## config.mk

```make
export PLATFORM = sky130hd
export DESIGN_NAME = key_scan_autorepeat_top_flat
export DESIGN_NICKNAME = d
export VERILOG_FILES = /design/src/hdl/ksa_pkg.sv /design/src/hdl/ksa_if.sv /design/src/hdl/ksa_cfg_regs.sv /design/src/hdl/ksa_step.sv /design/src/hdl/ksa_pipe.sv /design/src/hdl/key_scan_autorepeat_top.sv /design/src/flat_wrapper.sv
export SDC_FILE = /design/constraint.sdc
export NUM_CORES = 1
export LEC_CHECK = 0
export CAP_MARGIN = 20
export CORE_UTILIZATION = 28
export CTS_BUF_LIST = sky130_fd_sc_hd__clkbuf_8
export DETAILED_ROUTE_END_ITERATION = 12
export DONT_BUFFER_PORTS = 1
export GPL_TIMING_DRIVEN = 1
export PLACE_DENSITY = 0.45
export SYNTH_ARGS = -nofsm -noshare
export SYNTH_HDL_FRONTEND = slang
export SYNTH_HIERARCHICAL = 1
export SYNTH_SLANG_ARGS = --single-unit
```

## constraint.sdc

```tcl
create_clock -name clk_i -period 5.35 [get_ports clk_i]
set_clock_uncertainty 0.05 [all_clocks]
set_input_delay 1.07 -clock clk_i [delete_from_list [all_inputs] [get_ports clk_i]]
set_output_delay 1.07 -clock clk_i [all_outputs]
set_load 0.02 [all_outputs]
```

## src/hdl/ksa_pkg.sv

```systemverilog
`timescale 1ns / 1ps
`default_nettype none
// -----------------------------------------------------------------------------
// ksa_pkg
// Shared types and constants for the key scanner with accelerating auto-repeat.
// -----------------------------------------------------------------------------
package ksa_pkg;

  localparam int unsigned KeyW   = 4;
  localparam int unsigned SpeedW = 3;
  localparam int unsigned CountW = 8;
  localparam int unsigned CfgIdxW  = 3;
  localparam int unsigned CfgDataW = 8;

  typedef enum logic [CfgIdxW-1:0] {
    CFG_SWAP_OUTER = 3'd0,
    CFG_THR_SLOW   = 3'd1,
    CFG_THR_TEN    = 3'd2,
    CFG_THR_FIFTY  = 3'd3,
    CFG_THR_FAST   = 3'd4
  } cfg_idx_e;

  localparam logic [SpeedW-1:0] SpeedChange = 3'd0;
  localparam logic [SpeedW-1:0] SpeedOne    = 3'd1;
  localparam logic [SpeedW-1:0] SpeedTwo    = 3'd2;
  localparam logic [SpeedW-1:0] SpeedThree  = 3'd3;
  localparam logic [SpeedW-1:0] SpeedFour   = 3'd4;

  localparam logic [CountW-1:0] ThrSlowRst  = 8'd5;
  localparam logic [CountW-1:0] ThrTenRst   = 8'd20;
  localparam logic [CountW-1:0] ThrFiftyRst = 8'd40;
  localparam logic [CountW-1:0] ThrFastRst  = 8'd60;

  typedef struct packed {
    logic              swap_outer;
    logic [CountW-1:0] thr_slow;
    logic [CountW-1:0] thr_ten;
    logic [CountW-1:0] thr_fifty;
    logic [CountW-1:0] thr_fast;
  } cfg_t;

  typedef struct packed {
    logic              emit;
    logic [KeyW-1:0]   keys;
    logic [SpeedW-1:0] speed;
  } result_t;

endpackage : ksa_pkg
`default_nettype wire

```

## src/hdl/ksa_if.sv

```systemverilog
`timescale 1ns / 1ps
`default_nettype none
// -----------------------------------------------------------------------------
// ksa_if
// Valid/ready channels: key sample requests, key events and register writes.
// -----------------------------------------------------------------------------
interface ksa_in_if;
  logic       valid;
  logic       ready;
  logic [3:0] first_sample;
  logic [3:0] second_sample;

  modport source (output valid, output first_sample, output second_sample, input ready);
  modport sink   (input valid, input first_sample, input second_sample, output ready);
endinterface : ksa_in_if

interface ksa_out_if;
  logic       valid;
  logic       ready;
  logic [3:0] pressed_keys;
  logic [2:0] speed_level;

  modport source (output valid, output pressed_keys, output speed_level, input ready);
  modport sink   (input valid, input pressed_keys, input speed_level, output ready);
endinterface : ksa_out_if

interface ksa_cfg_if;
  logic       valid;
  logic       ready;
  logic [2:0] index;
  logic [7:0] data;

  modport source (output valid, output index, output data, input ready);
  modport sink   (input valid, input index, input data, output ready);
endinterface : ksa_cfg_if
`default_nettype wire

```

## src/hdl/ksa_cfg_regs.sv

```systemverilog
`timescale 1ns / 1ps
`default_nettype none
// -----------------------------------------------------------------------------
// ksa_cfg_regs
// Configuration register file: swap mode and the four repeat thresholds.
// -----------------------------------------------------------------------------
module ksa_cfg_regs
  import ksa_pkg::*;
(
  input  wire logic                clk_i,
  input  wire logic                rst_ni,
  input  wire logic                wr_en_i,
  input  wire logic [CfgIdxW-1:0]  wr_idx_i,
  input  wire logic [CfgDataW-1:0] wr_data_i,
  output cfg_t                     cfg_o
);

  cfg_t cfg_q, cfg_d;

  always_comb begin
    cfg_d = cfg_q;
    if (wr_en_i) begin
      case (cfg_idx_e'(wr_idx_i))
        CFG_SWAP_OUTER: cfg_d.swap_outer = wr_data_i[0];
        CFG_THR_SLOW:   cfg_d.thr_slow   = wr_data_i;
        CFG_THR_TEN:    cfg_d.thr_ten    = wr_data_i;
        CFG_THR_FIFTY:  cfg_d.thr_fifty  = wr_data_i;
        CFG_THR_FAST:   cfg_d.thr_fast   = wr_data_i;
        default:        cfg_d = cfg_q; // unmapped index: drop
      endcase
    end
  end

  always_ff @(posedge clk_i or negedge rst_ni) begin
    if (!rst_ni) begin
      cfg_q.swap_outer <= 1'b0;
      cfg_q.thr_slow   <= ThrSlowRst;
      cfg_q.thr_ten    <= ThrTenRst;
      cfg_q.thr_fifty  <= ThrFiftyRst;
      cfg_q.thr_fast   <= ThrFastRst;
    end else begin
      cfg_q <= cfg_d;
    end
  end

  assign cfg_o = cfg_q;

endmodule : ksa_cfg_regs
`default_nettype wire

```

## src/hdl/ksa_step.sv

```systemverilog
`timescale 1ns / 1ps
`default_nettype none
// -----------------------------------------------------------------------------
// ksa_step
// Per-tick evaluation: debounce, swap, change detect, repeat speed, next state.
// -----------------------------------------------------------------------------
module ksa_step
  import ksa_pkg::*;
(
  input  cfg_t                    cfg_i,
  input  wire logic [KeyW-1:0]    first_i,
  input  wire logic [KeyW-1:0]    second_i,
  input  wire logic [KeyW-1:0]    last_keys_i,
  input  wire logic [CountW-1:0]  hold_i,
  output result_t                 res_o,
  output logic [KeyW-1:0]         last_keys_o,
  output logic [CountW-1:0]       hold_o
);

  logic [KeyW-1:0]   down;
  logic [KeyW-1:0]   keys;
  logic [SpeedW-1:0] level;
  logic              reach_slow;

  always_comb begin
    down = ~first_i & ~second_i;
    keys = down;
    if (cfg_i.swap_outer) begin
      keys = {down[3], down[0], down[1], down[2]};
    end

    reach_slow = (hold_i >= cfg_i.thr_slow);
    if (hold_i >= cfg_i.thr_fast) begin
      level = SpeedFour;
    end else if (hold_i >= cfg_i.thr_fifty) begin
      level = SpeedThree;
    end else if (hold_i >= cfg_i.thr_ten) begin
      level = SpeedTwo;
    end else if (reach_slow) begin
      level = SpeedOne;
    end else begin
      level = SpeedChange;
    end

    res_o.keys  = keys;
    res_o.speed = SpeedChange;
    res_o.emit  = 1'b0;
    last_keys_o = last_keys_i;
    hold_o      = hold_i;

    if (keys != last_keys_i) begin
      res_o.emit  = 1'b1;
      last_keys_o = keys;
      hold_o      = '0;
    end else if (keys != '0) begin
      res_o.emit  = reach_slow;
      res_o.speed = level;
      // saturate at the fast threshold
      if (hold_i < cfg_i.thr_fast) begin
        hold_o = hold_i + CountW'(1);
      end
    end
  end

endmodule : ksa_step
`default_nettype wire

```

## src/hdl/ksa_pipe.sv

```systemverilog
`timescale 1ns / 1ps
`default_nettype none
// -----------------------------------------------------------------------------
// ksa_pipe
// Sample register, scan state and event output register around ksa_step.
// -----------------------------------------------------------------------------
module ksa_pipe
  import ksa_pkg::*;
(
  input  wire logic              clk_i,
  input  wire logic              rst_ni,
  input  cfg_t                   cfg_i,
  input  wire logic              in_valid_i,
  output logic                   in_ready_o,
  input  wire logic [KeyW-1:0]   first_i,
  input  wire logic [KeyW-1:0]   second_i,
  output logic                   out_valid_o,
  input  wire logic              out_ready_i,
  output logic [KeyW-1:0]        keys_o,
  output logic [SpeedW-1:0]      speed_o
);

  logic                in_valid_q, in_valid_d;
  logic [KeyW-1:0]     first_q, second_q;
  logic [KeyW-1:0]     last_keys_q, last_keys_d;
  logic [CountW-1:0]   hold_q, hold_d;
  logic                out_valid_q, out_valid_d;
  logic [KeyW-1:0]     out_keys_q;
  logic [SpeedW-1:0]   out_speed_q;
  result_t             res;
  logic                advance;
  logic                in_take;
  logic                out_free;

  ksa_step u_step (
    .cfg_i       (cfg_i),
    .first_i     (first_q),
    .second_i    (second_q),
    .last_keys_i (last_keys_q),
    .hold_i      (hold_q),
    .res_o       (res),
    .last_keys_o (last_keys_d),
    .hold_o      (hold_d)
  );

  assign out_free   = !out_valid_q || out_ready_i;
  // retire the held request unless its event has nowhere to go
  assign advance    = in_valid_q && (!res.emit || out_free);
  assign in_ready_o = !in_valid_q || advance;
  assign in_take    = in_valid_i && in_ready_o;

  always_comb begin
    in_valid_d = in_valid_q;
    if (advance) in_valid_d = 1'b0;
    if (in_take) in_valid_d = 1'b1;

    out_valid_d = out_valid_q;
    if (out_valid_q && out_ready_i) out_valid_d = 1'b0;
    if (advance && res.emit)        out_valid_d = 1'b1;
  end

  always_ff @(posedge clk_i or negedge rst_ni) begin
    if (!rst_ni) begin
      in_valid_q  <= 1'b0;
      out_valid_q <= 1'b0;
      last_keys_q <= '0;
      hold_q      <= '0;
    end else begin
      in_valid_q  <= in_valid_d;
      out_valid_q <= out_valid_d;
      if (advance) begin
        last_keys_q <= last_keys_d;
        hold_q      <= hold_d;
      end
    end
  end

  always_ff @(posedge clk_i) begin
    if (in_take) begin
      first_q  <= first_i;
      second_q <= second_i;
    end
    if (advance && res.emit) begin
      out_keys_q  <= res.keys;
      out_speed_q <= res.speed;
    end
  end

  assign out_valid_o = out_valid_q;
  assign keys_o      = out_keys_q;
  assign speed_o     = out_speed_q;

endmodule : ksa_pipe
`default_nettype wire

```

## src/hdl/key_scan_autorepeat_top.sv

```systemverilog
`timescale 1ns / 1ps
`default_nettype none
// -----------------------------------------------------------------------------
// key_scan_autorepeat_top
// Key scanner with debounce, outer key swap and accelerating auto-repeat.
//
// Channels: in_i carries one scan tick (two active-low samples of four keys),
// out_o delivers key events (pressed mask and speed level 0..4), cfg_i writes
// the swap mode (index 0) and thresholds slow/ten/fifty/fast (indexes 1..4).
// Register writes are always taken; unmapped indexes are dropped.
// Path: a request is held in the sample register, evaluated, and its event is
// then registered in the event register, from which it is valid on out_o.
// Throughput: one request per cycle while out_o is not stalled; the sample
// register and the event register are separate, so one request is still
// taken while an event waits. Ticks that cause no event (idle or below the
// slow threshold) retire without using the output register.
// Reset: no key pressed, hold count zero, thresholds 5/20/40/60, swap off,
// both channels empty.
// Stall: while out_o is held off, a request that causes an event waits in the
// sample register and in_i.ready drops until the waiting event is taken.
// -----------------------------------------------------------------------------
module key_scan_autorepeat_top
  import ksa_pkg::*;
(
  input  wire logic  clk_i,
  input  wire logic  rst_ni,
  ksa_in_if.sink     in_i,
  ksa_out_if.source  out_o,
  ksa_cfg_if.sink    cfg_i
);

  cfg_t cfg;

  assign cfg_i.ready = 1'b1;

  ksa_cfg_regs u_cfg_regs (
    .clk_i     (clk_i),
    .rst_ni    (rst_ni),
    .wr_en_i   (cfg_i.valid),
    .wr_idx_i  (cfg_i.index),
    .wr_data_i (cfg_i.data),
    .cfg_o     (cfg)
  );

  ksa_pipe u_pipe (
    .clk_i       (clk_i),
    .rst_ni      (rst_ni),
    .cfg_i       (cfg),
    .in_valid_i  (in_i.valid),
    .in_ready_o  (in_i.ready),
    .first_i     (in_i.first_sample),
    .second_i    (in_i.second_sample),
    .out_valid_o (out_o.valid),
    .out_ready_i (out_o.ready),
    .keys_o      (out_o.pressed_keys),
    .speed_o     (out_o.speed_level)
  );

endmodule : key_scan_autorepeat_top
`default_nettype wire

```

## src/flat_wrapper.sv

```systemverilog
// flat-port wrapper written by rule: the top's interface ports become plain ports
module key_scan_autorepeat_top_flat import ksa_pkg::*;
  (clk_i, rst_ni, in_i_valid, in_i_first_sample, in_i_second_sample, in_i_ready, out_o_valid, out_o_pressed_keys, out_o_speed_level, out_o_ready, cfg_i_valid, cfg_i_index, cfg_i_data, cfg_i_ready);
  ksa_in_if in_i_i ();
  ksa_out_if out_o_i ();
  ksa_cfg_if cfg_i_i ();
  input  wire logic clk_i;
  input  wire logic rst_ni;
  input wire logic [$bits(in_i_i.valid)-1:0] in_i_valid;
  input wire logic [$bits(in_i_i.first_sample)-1:0] in_i_first_sample;
  input wire logic [$bits(in_i_i.second_sample)-1:0] in_i_second_sample;
  output wire logic [$bits(in_i_i.ready)-1:0] in_i_ready;
  output wire logic [$bits(out_o_i.valid)-1:0] out_o_valid;
  output wire logic [$bits(out_o_i.pressed_keys)-1:0] out_o_pressed_keys;
  output wire logic [$bits(out_o_i.speed_level)-1:0] out_o_speed_level;
  input wire logic [$bits(out_o_i.ready)-1:0] out_o_ready;
  input wire logic [$bits(cfg_i_i.valid)-1:0] cfg_i_valid;
  input wire logic [$bits(cfg_i_i.index)-1:0] cfg_i_index;
  input wire logic [$bits(cfg_i_i.data)-1:0] cfg_i_data;
  output wire logic [$bits(cfg_i_i.ready)-1:0] cfg_i_ready;
  assign in_i_i.valid = in_i_valid;
  assign in_i_i.first_sample = in_i_first_sample;
  assign in_i_i.second_sample = in_i_second_sample;
  assign in_i_ready = in_i_i.ready;
  assign out_o_valid = out_o_i.valid;
  assign out_o_pressed_keys = out_o_i.pressed_keys;
  assign out_o_speed_level = out_o_i.speed_level;
  assign out_o_i.ready = out_o_ready;
  assign cfg_i_i.valid = cfg_i_valid;
  assign cfg_i_i.index = cfg_i_index;
  assign cfg_i_i.data = cfg_i_data;
  assign cfg_i_ready = cfg_i_i.ready;
  key_scan_autorepeat_top u_core (.clk_i(clk_i), .rst_ni(rst_ni), .in_i(in_i_i), .out_o(out_o_i), .cfg_i(cfg_i_i));
endmodule
```

==> results.toml <==
[yosys]
synth_cell_types = 51
synthCells = 344
synth_seq_cells = 62
synth_edf_count = 15
syn-num-nets = 401
synth_top_flop_cell = "dfrtp_1"
netlist_area_um2 = 3825
synth_seq_area_share = 0.4285
avgSynthCellArea_um2 = 11.12
synth_top_family_by_area = "simple AND/OR/NAND/NOR gates"
yosys_warnings = 6
synthMuxAreaShare = 0.1076
async_flop_share = 0.7581
synthSimpleGateAreaFrac = 0.1747
synth_common_cells = "37 x dfrtp_1, 33 x ha_1, 32 x inv_1, 25 x mux2_2, 24 x nand2_1"
synth_top_area_share = 0.2421
synth_area_leaders = "dfrtp_1 24%, edfxtp_1 12%, ha_1 11%"
synth_adder_area_share = 0.1079
synth_top_cell_by_area = "dfrtp_1"
synth_most_common_cell = "dfrtp_1"
synth-compound-area-share = 0.1181
synth_xor_area_frac = 0.009159

[power_and_ir_drop]
clkPwrFrac = 0.296
swShare = 0.3379
power_switching_uw = 549.8
total_power_uw = 1627
internal_power_uw = 1077
seqPwrFrac = 0.451
peakVddDrop_uv = 226.3
p_comb_frac = 0.253
power.leakage_uw = 0.001811
power-per-cell-area_nw_per_um2 = 387.2

[place]
gp_congestion = 0.7520
dp_hpwl_um = 6097
dp_slack_ps = 2065
port_buffers = 0

[grt]
grt_overflow_total = 0
antenna_found_initial = 0
grt_use_total = 0.1278
grt_pass1_vias = 2639
grt_max_degree = 48
grt_pass1_wl_um = 13920

[finish]
num-nets-final = 402
fin_util = 0.3160
syn_to_final_growth_pct = 9.846
drive_gt1_frac = 0.2343
nFillCells = 1359
num_antenna_cells = 0

[clocking]
cts_sinks = 62
cts-hold-fix-buffers = 0
cts_max_level = 3
clkSlewWorstSetupHoldPaths_ps = 70
numCtsBuffers = 9
ctsResizeCount = 0
cts_tree = "built"
clk_path_buf_depth = 2
cts_root_buffer = "clkbuf_8"
clk_latency_ps = 350
post_cts_buffers = 0

[sta]
min_period_ps = 3646
finalHoldViolations = 0
maxSlewHeadroom = 0.5087
fmax_mhz = 274.3
fin_ws_ps = 1704
setup_violations = 0
tns_ps = 0
period_share = 0.6815
rsz0062_at_grt = "no"
tightestPinTransition_ps = 734.3
final_max_slew_viol_count = 0

[detailed_routing]
viasPerCell = 4.781
wl_per_cell_um = 16.12
drc = 0
wl_um = 8478
drt_iter0_drc = 124
vias = 2515
ant_nets = 0
dr.pass1.iters = 4

[critical_path]
slowest_stage = "dfrtp_1"
setup.worst_path.end_class = "primary output"
required_ps = 4230
worstSetupStartpointType = "register"
critPathMaxFanout = 15
cp_cell_sequence = "inv_1, ha_1, nand2b_1, a2111o_1, a31oi_1, o21ai_0, buf_4, nand3_1"
crit_arrival_ps = 2530
slowest_delay_ps = 430
worstSetupPathType = "reg2out"

[status]
status = "complete, no violations"

[floorplanning]
die_area_um2 = 14130
ios = 34
rows = 42
die_y_um = 118.9
core_um2 = 13300
start_util = 0.2877
die_w_um = 118.9

[hold_path]
hp-class = "in2async"

[flow_run]
maxCapViolations = 0
==> layout make-up <==
type                       instances  area, µm²  share of cell area
clock buffer                      11      151.4             0.03603
multi-input combinational        239       1983              0.4720
tap                              176      220.2             0.05241
clock inverter                     5      80.08             0.01906
inverter                          32      120.1             0.02859
timing repair buffer               1      7.507            0.001787
sequential                        62       1639              0.3901
==> power by group through the flow <==
stage / Sequential (µW) / Clock (µW) / Combinational, µW
floorplan: 696 / 0 / 349
global placement: 738 / 0 / 411
detailed placement: 743 / 0 / 414
CTS: 735 / 500 / 417
global route: 749 / 516 / 464
finish: 733 / 482 / 412
==> cells in the final DEF, fill, tap and decap left out, drive strengths merged, types with 11 or more instances in the layout <==
cell / instances
ha: 33
clkbuf: 11
nand2b: 17
mux2: 33
nand2: 24
nor2: 14
o211ai: 13
nand4b: 13
a21oi: 18
edfxtp: 15
dfrtp: 37
inv: 33
==> worst paths after layout <==
check | cells after the start | slack, ps | endpoint | from
setup / recovery | 8 | 1700 | in_i_ready | u_core/u_pipe/hold_q[0]$_DFFE_PN0P_
hold / removal | 0 | 360 | u_core/u_cfg_regs/cfg_o[12]$_DFFE_PN0P_ | rst_ni
setup reg to reg | 9 | 2480 | u_core/u_pipe/first_q[1]$_DFFE_PP_ | u_core/u_pipe/hold_q[0]$_DFFE_PN0P_
hold reg to reg | 1 | 460 | u_core/u_cfg_regs/cfg_o[10]$_DFFE_PN0P_ | u_core/u_cfg_regs/cfg_o[10]$_DFFE_PN0P_
max in group asynchronous | 0 | 4710 | u_core/u_cfg_regs/cfg_o[3]$_DFFE_PN1P_ | rst_ni
min in group clk_i | 1 | 460 | u_core/u_cfg_regs/cfg_o[10]$_DFFE_PN0P_ | u_core/u_cfg_regs/cfg_o[10]$_DFFE_PN0P_
==> through the flow <==
stage	cell area [µm²]	cells	hold slack, ps
after floorplan	3825	344	429.4
after global placement	3970	510	442.8
after detailed placement	3970	510	446.5
after CTS	4202	526	336.9
after global routing	4202	526	331.7
final	4202	526	358.2
==> routing by layer <==
metal  share of wire  global-route usage  up-vias  wire (µm)
met4           0.012             0.04905        0         99
li1                -                   -     1261          -
met3           0.038             0.03161        8        322
met5               0                   0        -          0
met1            0.50              0.1740     1202       4255
met2            0.45              0.1944       44       3800
==> critical path: cells and delay by family (launching register included) <==
family          cells  cell delay, ps
buf+inv             2             360
fa+ha+maj           1             280
simple gates        2             350
flops               1             430
compound gates      3             730
==> sequential cells by signal, summed over array words and instances, names as in the netlist <==
| name | cells |
|---|---|
| u_core/u_pipe/in_valid_q | 1 |
| u_core/u_pipe/first_q | 4 |
| u_core/u_pipe/second_q | 4 |
| u_core/u_pipe/out_valid_o | 1 |
| u_core/u_cfg_regs/cfg_o | 33 |
| u_core/u_pipe/keys_o | 4 |
| u_core/u_pipe/speed_o | 3 |
| u_core/u_pipe/last_keys_q | 4 |
| u_core/u_pipe/hold_q | 8 |
==> kinds of logic (layout without fill, tap and decap cells) <==
kind of cell               after synthesis  in the layout
and+or+nand+nor                        107            107
xor gates and xnor gates                 4              4
AOI/OAI and AO/OA                       60             60
buffers and inverters                   43             49
other                                    1              1
muxes                                   34             34
adders and majority gates               33             33
DFF                                     62             62
Note: power is estimated with default switching activity, not from simulation.
